<file path="config.mk">
export PLATFORM = sky130hd
export DESIGN_NAME = hgpc_queue
export DESIGN_NICKNAME = d
export VERILOG_FILES = /design/src/rtl/hgpc_pkg.sv /design/src/rtl/hgpc_queue.sv
export SDC_FILE = /design/constraint.sdc
export NUM_CORES = 1
export LEC_CHECK = 0
export ABC_AREA = 1
export BUFFER_PORTS_ARGS = -buffer_cell sky130_fd_sc_hd__buf_4
export CORE_MARGIN = 4
export CORE_UTILIZATION = 25
export CTS_CLUSTER_SIZE = 16
export DETAILED_ROUTE_END_ITERATION = 7
export REMOVE_ABC_BUFFERS = 1
export SYNTH_ARGS = -nofsm -noshare
export SYNTH_HDL_FRONTEND = slang
export SYNTH_SLANG_ARGS = --single-unit
</file>
<file path="constraint.sdc">
create_clock -name clk_i -period 3.4 [get_ports clk_i]
set_clock_uncertainty 0.15 [all_clocks]
set_input_delay 1.02 -clock clk_i [delete_from_list [all_inputs] [get_ports clk_i]]
set_output_delay 1.02 -clock clk_i [all_outputs]
set_load 0.05 [all_outputs]
</file>
<file path="src/rtl/hgpc_pkg.sv">
// ----------------------------------------------------------------------------
// hgpc_pkg
// Shared types and constants of the holonomic goal P controller.
// ----------------------------------------------------------------------------
package hgpc_pkg;

  typedef enum logic [1:0] {
    REG_POS_TOL   = 2'd0,
    REG_HEAD_TOL  = 2'd1,
    REG_MAX_LIN   = 2'd2,
    REG_MAX_TURN  = 2'd3
  } reg_idx_e;

  localparam logic [15:0] HALF_TURN = 16'd11520;
  localparam logic [15:0] FULL_TURN = 16'd23040;
  localparam logic [14:0] TURN_15   = 15'd23040;
  localparam logic [14:0] QUARTER   = 15'd5760;
  localparam logic [14:0] EIGHTH    = 15'd2880;
  localparam logic [18:0] RAD_PER_U = 19'd292818;
  localparam logic [30:0] Q30_ONE   = 31'h4000_0000;

  localparam logic [32:0] TWO_32  = 33'h1_0000_0000;
  localparam logic [31:0] RCP_15  = 32'(TWO_32 / 15);
  localparam logic [31:0] RCP_42  = 32'(TWO_32 / 42);
  localparam logic [31:0] RCP_56  = 32'(TWO_32 / 56);
  localparam logic [31:0] RCP_20  = 32'(TWO_32 / 20);
  localparam logic [31:0] RCP_30  = 32'(TWO_32 / 30);
  localparam logic [31:0] RCP_6   = 32'(TWO_32 / 6);
  localparam logic [31:0] RCP_12  = 32'(TWO_32 / 12);

  typedef struct packed {
    logic [10:0] pos_tol;
    logic [13:0] head_tol;
    logic [14:0] max_lin;
    logic [14:0] max_turn;
  } cfg_t;

  typedef struct packed {
    logic        neg;
    logic [20:0] mag;
    logic        dead;
  } lin_err_t;

  typedef struct packed {
    logic        neg;
    logic [13:0] mag;
    logic        dead;
  } ang_err_t;

  typedef struct packed {
    lin_err_t    ex;
    lin_err_t    ey;
    ang_err_t    eh;
    logic [11:0] oct;
    logic        swap;
    logic [1:0]  quad;
  } item_t;

  typedef struct packed {
    logic full;
    logic empty;
  } q_stat_t;

  // The reciprocal estimate is low by at most one; one compare fixes it.
  function automatic logic [31:0] quot_fix(input logic [31:0] v, input logic [31:0] q0,
                                           input logic [5:0] d);
    logic [31:0] r;
    r = v - q0 * 32'(d);
    return (r >= 32'(d)) ? q0 + 32'd1 : q0;
  endfunction

endpackage

</file>
<file path="src/rtl/hgpc_queue.sv">
// ----------------------------------------------------------------------------
// hgpc_queue
// Four-entry queue between the front and the back datapath.
// ----------------------------------------------------------------------------
module hgpc_queue (
  input  logic              clk_i,
  input  logic              rst_ni,
  input  logic              push_i,
  input  hgpc_pkg::item_t   item_i,
  input  logic              pop_i,
  output hgpc_pkg::item_t   item_o,
  output hgpc_pkg::q_stat_t stat_o
);

  hgpc_pkg::item_t ent_q [4];
  logic [1:0]      wp_q, wp_d, rp_q, rp_d;
  logic [2:0]      cnt_q, cnt_d;

  assign stat_o.full  = cnt_q == 3'd4;
  assign stat_o.empty = cnt_q == 3'd0;
  assign item_o       = ent_q[rp_q];

  always_comb begin
    wp_d  = push_i ? wp_q + 2'd1 : wp_q;
    rp_d  = pop_i ? rp_q + 2'd1 : rp_q;
    cnt_d = cnt_q + {2'd0, push_i} - {2'd0, pop_i};
  end

  always_ff @(posedge clk_i or negedge rst_ni) begin
    if (!rst_ni) begin
      wp_q  <= 2'd0;
      rp_q  <= 2'd0;
      cnt_q <= 3'd0;
    end else begin
      wp_q  <= wp_d;
      rp_q  <= rp_d;
      cnt_q <= cnt_d;
    end
  end

  always_ff @(posedge clk_i) begin
    if (push_i) begin
      ent_q[wp_q] <= item_i;
    end
  end

endmodule

</file>
==> metrics.txt <==
clock-pin transition on the worst setup and hold timing paths=60 ps; Fmax achieved=312 MHz; reported net switching power=7220 uW; post-cts hold buffer count=0; wire length of the first global-routing pass=47700 um; critical path start-end classification=flop to output port; launch point of the worst reg-to-reg path=wp_q[1]$_DFFE_PN0P_; H-tree lvl count=2; Detail Route met3 WL=1840 um; Setup crit start=rp_q[0]$_DFFE_PN0P_; flops & latches, synth=315; TritonCTS clock tree=done; FF-to-FF setup slack=1510 ps; Total Wirelength=31100 um; max_slew headroom=60.2%; max-slew violations=0; Power Internal=9350 uW; remaining routing DRC violations=0; commonest cells after routing, fill and taps aside=396 x nand2_1, 316 x inv_1, 308 x edfxtp_1; global placement routability congestion=0.712; minimum clock period=3200 ps; antenna cell count=0; final hold slack=156 ps; Worst Path Required=2230 ps; count of placed standard cells in the final layout, fillers left out=2130; post-CTS repair timing setup buffer count=0; synthesized area divided by synthesized cell count=10.6 sq um; clock network power share=22.8%; type of the most critical hold path=input port to async pin; vias per std cell=4.02; first drt pass iteration count=4; site row count=84; wire length on met1=13300 um; utilization of the core after routing=31.5%; floorplan die area=0.0568 sq mm; vertical die dimension=238 um; number of top-level pins=160; layout cell share with drive strength beyond 1=16.5%; destination of the worst register-to-register timing path=ent_q[1][3]$_DFFE_PP_; least setup slack across all paths after layout=197 ps; number of buffers created by CTS=38; via count of the first global-routing pass=8417; period utilisation layout=94.2%; violation count after the first detailed-route iteration=471; All-Layer GR Usage=10.8%; cell count after placement=2068; sequential area share after synthesis=71.0%; Die Wd=238 um; Pleak=0.00750 uW; clock sinks=315; power density of the placed cells=1000 mW/mm^2; later-pin clock latency in the skew report=530 ps; maximum fanout along the worst path=118; main area contributors after synthesis=edfxtp_1 70%, nand2_1 11%, inv_1 9.1%; CORE AREA=0.0526 sq mm; commonest non-fill, non-tap cell in the layout=nand2_1; placement-stage worst setup slack=624 ps; result of the run=complete, no violations; nature of the critical path endpoint=output port; DP HPWL=18900 um; starting density of the core=25.2%; Syn Inst Count=1252; Final #Nets=1508; detailed-routed wire length on met2=15300 um; maximum number of pins on one net before global-route repair=119; count of maximum capacitance violations=0; part of the total power dissipated in sequential elements=31.7%; maximum clock path buffer count=3; peak ir drop on the vdd network=0.669 mV; number of warnings issued by yosys=0; CP startpoint kind=flop; combinational cell fraction of total power=45.5%; number of setup violations in the final report=0; Wirelength per Cell=14.6 um; post-synthesis cell type count=16; antenna violations before repair=2; Clk Tree Root Cell=clkbuf_16; final sum of negative setup slack=0 ps; switching power as a share of total power=43.6%; Register-to-Register Path Depth=5; DRT antenna net count=0; uppermost routed layer=met5; library cell occupying the most area in the post-synthesis netlist=edfxtp_1; DR vias=8560; Hold Vio Cnt, Final=0; area growth from synthesis to layout=24.9%; unrepaired setup endpoints after global routing=no; WP data arrival=2030 ps; Worst Tran Pin Value=597 ps; total congestion overflow after global routing=0; count of input and output buffers=159; synthesized area=0.0133 sq mm; share of the synthesized area in the top cell type=69.7%
-- critical path, stage by stage, from the launching register on --
cell	delay (ps)
dfrtp_4	440
buf_12	430
nand2_1	140
nand3_1	110
nand2_1	70
buf_4	190
-- final cells by class --
class,count,area [sq um]
clock inverter,16,145
fill,5317,36000
inverter,322,1220
multi-input combinational,564,2400
clock buffer,46,1000
tap,688,861
sequential,315,9430
timing repair buffer,179,1510
-- logic make-up (layout without fill, tap and decap cells) --
kind of cell / after synthesis / in the layout / share of synthesized area [%]
XOR/XNOR: 3 / 3 / 0.198
buffers and inverters: 373 / 563 / 10.9
AO/OA/AOI/OAI: 1 / 1 / 0.0377
adder cells (fa/ha/maj): 7 / 7 / 0.717
AND/OR/NAND/NOR: 553 / 553 / 17.1
flip-flops: 315 / 315 / 71.0
-- Yosys cell counts --
cell        n
buf_2      27
inv_2       2
nand2_1   396
clkbuf_1   19
inv_1     320
ha_1        6
nor3_1      1
o21ai_0     1
buf_4       3
buf_1       2
edfxtp_1  308
nand3_1   155
dfrtp_1     7
xor2_1      3
nor2_1      1
fa_1        1
-- stage by stage --
step | total power, uW | area, sq um
after floorplan | 10400 | 13000
after global placement | 12900 | 15400
after detailed placement | 13000 | 15400
after CTS | 16900 | 16600
after global routing | 17600 | 16600
final | 16600 | 16600
-- state kept, by name (all words and copies together) (netlist names) --
signal,count
ent_q,308
cnt_q,3
rp_q,2
wp_q,2
-- worst max-delay path by stage --
stage / endpoint / slack, ps / depth (start not counted)
6_report: item_o[19] / 200 / 5
5_1_grt: item_o[23] / 50 / 5
4_1_cts: item_o[37] / 20 / 5
3_5_place_dp: item_o[37] / 620 / 5
3_3_place_gp: item_o[37] / 630 / 5
2_1_floorplan: item_o[75] / -2960 / 4
-- timing repair --
action,4_1_cts,5_1_grt
endpoints found under the setup margin,0,14
endpoints found under the hold margin,0,0
resized for setup,0,4
-- layer usage --
metal | vias up | GRT usage, %
met2 | 169 | 18.2
li1 | 4234 | -
met4 | 4 | 3.06
met1 | 4105 | 13.4
met3 | 48 | 3.29
met5 | - | 0
-- power groups by stage --
stage | clock, uW | sequential [uW] | combinational (uW)
after CTS | 3930 | 5260 | 7680
after detailed placement | 0 | 5340 | 7660
final | 3780 | 5260 | 7540
after global routing | 4090 | 5310 | 8170
after global placement | 0 | 5310 | 7610
after floorplan | 0 | 5590 | 4790
No activity file was read; power rests on OpenSTA's default activity.
