$ cat src/rtl/hgpc_pkg.sv
// ----------------------------------------------------------------------------
// hgpc_pkg
// Shared types and constants of the holonomic goal P controller.
// ----------------------------------------------------------------------------
package hgpc_pkg;

  typedef enum logic [1:0] {
    REG_POS_TOL   = 2'd0,
    REG_HEAD_TOL  = 2'd1,
    REG_MAX_LIN   = 2'd2,
    REG_MAX_TURN  = 2'd3
  } reg_idx_e;

  localparam logic [15:0] HALF_TURN = 16'd11520;
  localparam logic [15:0] FULL_TURN = 16'd23040;
  localparam logic [14:0] TURN_15   = 15'd23040;
  localparam logic [14:0] QUARTER   = 15'd5760;
  localparam logic [14:0] EIGHTH    = 15'd2880;
  localparam logic [18:0] RAD_PER_U = 19'd292818;
  localparam logic [30:0] Q30_ONE   = 31'h4000_0000;

  localparam logic [32:0] TWO_32  = 33'h1_0000_0000;
  localparam logic [31:0] RCP_15  = 32'(TWO_32 / 15);
  localparam logic [31:0] RCP_42  = 32'(TWO_32 / 42);
  localparam logic [31:0] RCP_56  = 32'(TWO_32 / 56);
  localparam logic [31:0] RCP_20  = 32'(TWO_32 / 20);
  localparam logic [31:0] RCP_30  = 32'(TWO_32 / 30);
  localparam logic [31:0] RCP_6   = 32'(TWO_32 / 6);
  localparam logic [31:0] RCP_12  = 32'(TWO_32 / 12);

  typedef struct packed {
    logic [10:0] pos_tol;
    logic [13:0] head_tol;
    logic [14:0] max_lin;
    logic [14:0] max_turn;
  } cfg_t;

  typedef struct packed {
    logic        neg;
    logic [20:0] mag;
    logic        dead;
  } lin_err_t;

  typedef struct packed {
    logic        neg;
    logic [13:0] mag;
    logic        dead;
  } ang_err_t;

  typedef struct packed {
    lin_err_t    ex;
    lin_err_t    ey;
    ang_err_t    eh;
    logic [11:0] oct;
    logic        swap;
    logic [1:0]  quad;
  } item_t;

  typedef struct packed {
    logic full;
    logic empty;
  } q_stat_t;

  // The reciprocal estimate is low by at most one; one compare fixes it.
  function automatic logic [31:0] quot_fix(input logic [31:0] v, input logic [31:0] q0,
                                           input logic [5:0] d);
    logic [31:0] r;
    r = v - q0 * 32'(d);
    return (r >= 32'(d)) ? q0 + 32'd1 : q0;
  endfunction

endpackage

$ cat src/rtl/hgpc_front.sv
// ----------------------------------------------------------------------------
// hgpc_front
// Forms pose errors, heading wrap, deadband flags and the octant of the heading.
// ----------------------------------------------------------------------------
module hgpc_front (
  input  logic                clk_i,
  input  logic                rst_ni,
  input  logic                valid_i,
  output logic                stall_o,
  input  logic [19:0]         target_x_i,
  input  logic [19:0]         target_y_i,
  input  logic [14:0]         target_heading_i,
  input  logic [19:0]         measured_x_i,
  input  logic [19:0]         measured_y_i,
  input  logic [14:0]         measured_heading_i,
  input  hgpc_pkg::cfg_t      cfg_i,
  input  hgpc_pkg::q_stat_t   q_stat_i,
  output logic                push_o,
  output hgpc_pkg::item_t     item_o
);

  logic            f_v_q, f_v_d;
  hgpc_pkg::item_t f_q, f_d;
  logic            accept;

  logic [20:0]        dx, dy;
  logic signed [15:0] dth, dthw;
  logic [15:0]        hmag;
  logic [14:0]        ang, rem;
  logic [1:0]         quad;

  assign stall_o = f_v_q && q_stat_i.full;
  assign accept  = valid_i && !stall_o;
  assign push_o  = f_v_q && !q_stat_i.full;
  assign item_o  = f_q;

  always_comb begin
    dx  = {target_x_i[19], target_x_i} - {measured_x_i[19], measured_x_i};
    dy  = {target_y_i[19], target_y_i} - {measured_y_i[19], measured_y_i};
    dth = $signed({target_heading_i[14], target_heading_i} -
                  {measured_heading_i[14], measured_heading_i});
    if (dth < -$signed(hgpc_pkg::HALF_TURN)) begin
      dthw = dth + $signed(hgpc_pkg::FULL_TURN);
    end else if (dth > $signed(hgpc_pkg::HALF_TURN)) begin
      dthw = dth - $signed(hgpc_pkg::FULL_TURN);
    end else begin
      dthw = dth;
    end
    hmag = dthw[15] ? 16'(-dthw) : 16'(dthw);

    ang = measured_heading_i[14] ? measured_heading_i + hgpc_pkg::TURN_15
                                 : measured_heading_i;
    if (ang >= 15'd17280) begin
      quad = 2'd3;
      rem  = ang - 15'd17280;
    end else if (ang >= 15'd11520) begin
      quad = 2'd2;
      rem  = ang - 15'd11520;
    end else if (ang >= hgpc_pkg::QUARTER) begin
      quad = 2'd1;
      rem  = ang - hgpc_pkg::QUARTER;
    end else begin
      quad = 2'd0;
      rem  = ang;
    end

    f_d.ex.neg  = dx[20];
    f_d.ex.mag  = dx[20] ? -dx : dx;
    f_d.ex.dead = f_d.ex.mag < {10'd0, cfg_i.pos_tol};
    f_d.ey.neg  = dy[20];
    f_d.ey.mag  = dy[20] ? -dy : dy;
    f_d.ey.dead = f_d.ey.mag < {10'd0, cfg_i.pos_tol};
    f_d.eh.neg  = dthw[15];
    f_d.eh.mag  = hmag[13:0];
    f_d.eh.dead = hmag < {2'd0, cfg_i.head_tol};
    f_d.swap    = rem > hgpc_pkg::EIGHTH;
    f_d.oct     = f_d.swap ? 12'(hgpc_pkg::QUARTER - rem) : rem[11:0];
    f_d.quad    = quad;

    f_v_d = accept ? 1'b1 : (push_o ? 1'b0 : f_v_q);
  end

  always_ff @(posedge clk_i or negedge rst_ni) begin
    if (!rst_ni) begin
      f_v_q <= 1'b0;
    end else begin
      f_v_q <= f_v_d;
    end
  end

  always_ff @(posedge clk_i) begin
    if (accept) begin
      f_q <= f_d;
    end
  end

endmodule

$ cat config.mk
export PLATFORM = sky130hd
export DESIGN_NAME = hgpc_front
export DESIGN_NICKNAME = d
export VERILOG_FILES = /design/src/rtl/hgpc_pkg.sv /design/src/rtl/hgpc_front.sv
export SDC_FILE = /design/constraint.sdc
export NUM_CORES = 1
export LEC_CHECK = 0
export BUFFER_PORTS_ARGS = -buffer_cell sky130_fd_sc_hd__buf_4
export CORE_MARGIN = 5
export CORE_UTILIZATION = 60
export CTS_BUF_LIST = sky130_fd_sc_hd__clkbuf_4 sky130_fd_sc_hd__clkbuf_8
export DETAILED_ROUTE_END_ITERATION = 12
export PLACE_DENSITY = 0.9
export SLEW_MARGIN = 25
export SYNTH_ARGS = -nofsm -noshare
export SYNTH_HDL_FRONTEND = slang
export SYNTH_SLANG_ARGS = --single-unit
$ cat constraint.sdc
create_clock -name clk_i -period 12.55 [get_ports clk_i]
set_clock_uncertainty 0.1 [all_clocks]
set_input_delay 2.51 -clock clk_i [delete_from_list [all_inputs] [get_ports clk_i]]
set_output_delay 2.51 -clock clk_i [all_outputs]
set_load 0.05 [all_outputs]
==> metrics <==
delay contributed by the slowest stage of the critical path=0.51 ns; number of H-tree levels=3; Tcrit/Tclk final=61.97%; effective utilization at floorplan=61.19%; hold buffer count at CTS=0; FP Rows=44; Setup CP Type=in2reg; Arr. time, crit path=7.92 ns; setup bufs post-CTS=0; Max Clock Freq=0.1286 GHz; number of instances resized during post-cts repair=0; average routed wire per standard cell=16.43 µm; worst hold path class=reg2reg; family with the most delay on the worst path=compound AO/OA/AOI/OAI gates; status=finished clean; cell with the largest stage delay on the worst path=a221oi_2; Total Nets Final=1520; Die Wd=131.7 µm; aggregate negative setup slack=0 ns; number of setup violations in the final report=0; synthesized netlist cell count=1034; Synth Register Bits=78; number of buffers inserted during clock tree synthesis=9; leading area contributor after synthesis=edfxtp_1; post-route minimum period=7.778 ns; required time of the critical path=12.69 ns; largest fanout on the critical path=9; setup repair after global routing missed its margin=no; detailed router's first-iteration violation count=680; Overflow after GRT=0; Seq/Total Area, Yosys=26.28%; reg2reg path depth=3; Final Max Tran Viols=0; hold depth=2; r2r setup slk=10.53 ns; Crit path top cell by count=o21a_1; source of the worst register-to-register timing path=f_v_q; GP Congestion=0.9545; core region area=0.01453 mm²; number of buffer cells added on primary ports=217; mapped cell area=0.008894 mm²; mean post-synth cell area=8.601 µm²; top flip-flop cell by instance count after synthesis=edfxtp_1; final hold violation count=0; Die Y-Extent=131.7 µm; Worst setup EP type=flop; number of library cell types mapped by synthesis=93; worst IR drop on VDD=0.05905 mV; summed area of non-filler cells in the final layout=0.01093 mm²; share of synthesized registers carrying an async set or reset=1.282%; first-pass GRT wire length=38280 µm; via-per-instance ratio=6.086; Hold Path End=f_v_q; WP buf/inv=4; leading cell types by total area after synthesis=edfxtp_1, ha_1, xnor2_1; area growth from synthesis to layout=22.92%; max_slew headroom=31.12%; number of antenna violations at the first check in global routing=0; I/O pin cnt=249; number of global-route vias before repair=8081; clock tree buffer depth=2; clock slew at reported path FFs=0.08 ns; pin count of the biggest net entering global routing=78; Worst setup SP type=primary input; DRC violation count after routing=0; Tightest Pin Transition=1.033 ns; Warnings, synthesis=0; total routed wirelength=23600 µm; number of synthesized flops with an enable pin=77; area fraction of the dominant cell type after synthesis=26.00%; drt pass-1 iters=5; TritonCTS clock tree=yes; n_diodes=0; synthesized netlist net count=1306; later-pin clock latency in the skew report=0.37 ns; area of the die=0.01736 mm²; overall global routing resource usage=26.16%; sink count of the clock tree=78; Antenna Violating Nets Remaining=0; share of final-layout standard cells stronger than drive strength 1=21.95%; Cell Area, Placed=0.01071 mm²; end of the worst register-to-register path=item_o[72]; root buffer cell=clkbuf_8; LEAKAGE=4.881 nW; routed via count=8746; DP Wirelength=19140 µm; start point of the worst hold path=f_v_q; max-cap violations=0; power density relative to cell area=131.4 mW/mm²
==> logic make-up after synthesis <==
group | Yosys count | synth area share (%)
buf+inv | 132 | 5.642
fa+ha+maj | 102 | 14.60
mux | 10 | 1.224
xor+xnor | 100 | 9.848
compound gates | 301 | 23.33
simple gates | 311 | 19.08
flops | 78 | 26.28
==> cell usage in the layout, fill, tap and decap left out, types with 23 or more instances in the layout <==
cell	count
edfxtp_1	77
ha_1	99
buf_4	219
nand3_1	23
xnor2_1	75
nor2_1	69
nor3_1	29
o21ai_0	36
nand2_1	61
inv_1	113
xor2_1	25
a21oi_1	73
==> state kept, by name (all words and copies together), names as in the netlist <==
register / cells
f_v_q: 1
item_o: 77
==> layer usage <==
layer  vias to the layer above  wire length [µm]  part of all wire, %  GRT usage (%)
met1                      4087              9609                   41          32.79
met4                         0               727                  3.1          9.200
met2                       321             11530                   49          44.75
li1                       4287                 -                    -              -
met5                         -                 0                    0              0
met3                        51              1732                  7.3          5.458
==> worst register-to-register path, stage by stage, from the launching register on <==
cell and delay, ns:
dfrtp_1 0.38, and2_1 0.20, nor2b_4 0.11, buf_4 0.75
==> power by group <==
part	leakage, nW	switching, mW	internal (mW)	total, mW
logic	4.02	0.524	0.316	0.840
clock network	0.115	0.0990	0.122	0.221
registers	0.746	0.0154	0.360	0.376
==> synthesized netlist by cell type, types with 6 or more instances <==
cell type	count
edfxtp_1	77
o21ai_0	36
nor2b_1	17
a21oi_1	73
clkbuf_1	10
or3_1	7
o21ai_1	14
o211ai_1	7
nand4_1	11
a31oi_1	16
o31ai_1	14
nand2b_1	17
ha_1	99
nor3_1	29
o22ai_1	7
inv_1	113
nor4_1	12
a21o_1	18
xor2_1	25
a211oi_1	17
xnor2_1	75
nor2_1	69
nand3_1	23
o21a_1	22
and2_1	10
and3_1	7
nor3b_1	7
a2111oi_0	6
nand2_1	61
nand3b_1	8
==> worst max-delay path by stage <==
stage	cells past startpoint	to	startpoint
5_1_grt	28	item_o[15]	target_heading_i[0]
4_1_cts	27	item_o[15]	target_heading_i[0]
2_1_floorplan	28	item_o[15]	target_heading_i[0]
6_report	28	item_o[15]	target_heading_i[0]
3_3_place_gp	28	item_o[15]	target_heading_i[0]
3_5_place_dp	27	item_o[15]	target_heading_i[0]
==> final cells by class <==
cell class,instances,area (µm²)
Multi-Input combinational cell,824,6062
Fill cell,1124,3602
Sequential cell,78,2337
Timing Repair Buffer,219,1644
Inverter,116,435.4
Tap cell,184,230.2
Clock buffer,13,153.9
Clock inverter,3,68.82
==> stage by stage <==
stage	hold slack, ns	std cells	util, %	setup slack [ns]	power, mW
5_1_grt	0.6602	1437	75.22	4.389	1.528
4_1_cts	0.6255	1437	75.22	4.801	1.437
3_5_place_dp	0.6031	1421	73.68	4.449	1.214
2_1_floorplan	0.8854	1034	-	5.254	0.9952
6_report	0.6142	1437	75.22	4.772	1.437
3_3_place_gp	0.5805	1421	73.68	4.481	1.191
(Power assumes the default switching activity.)
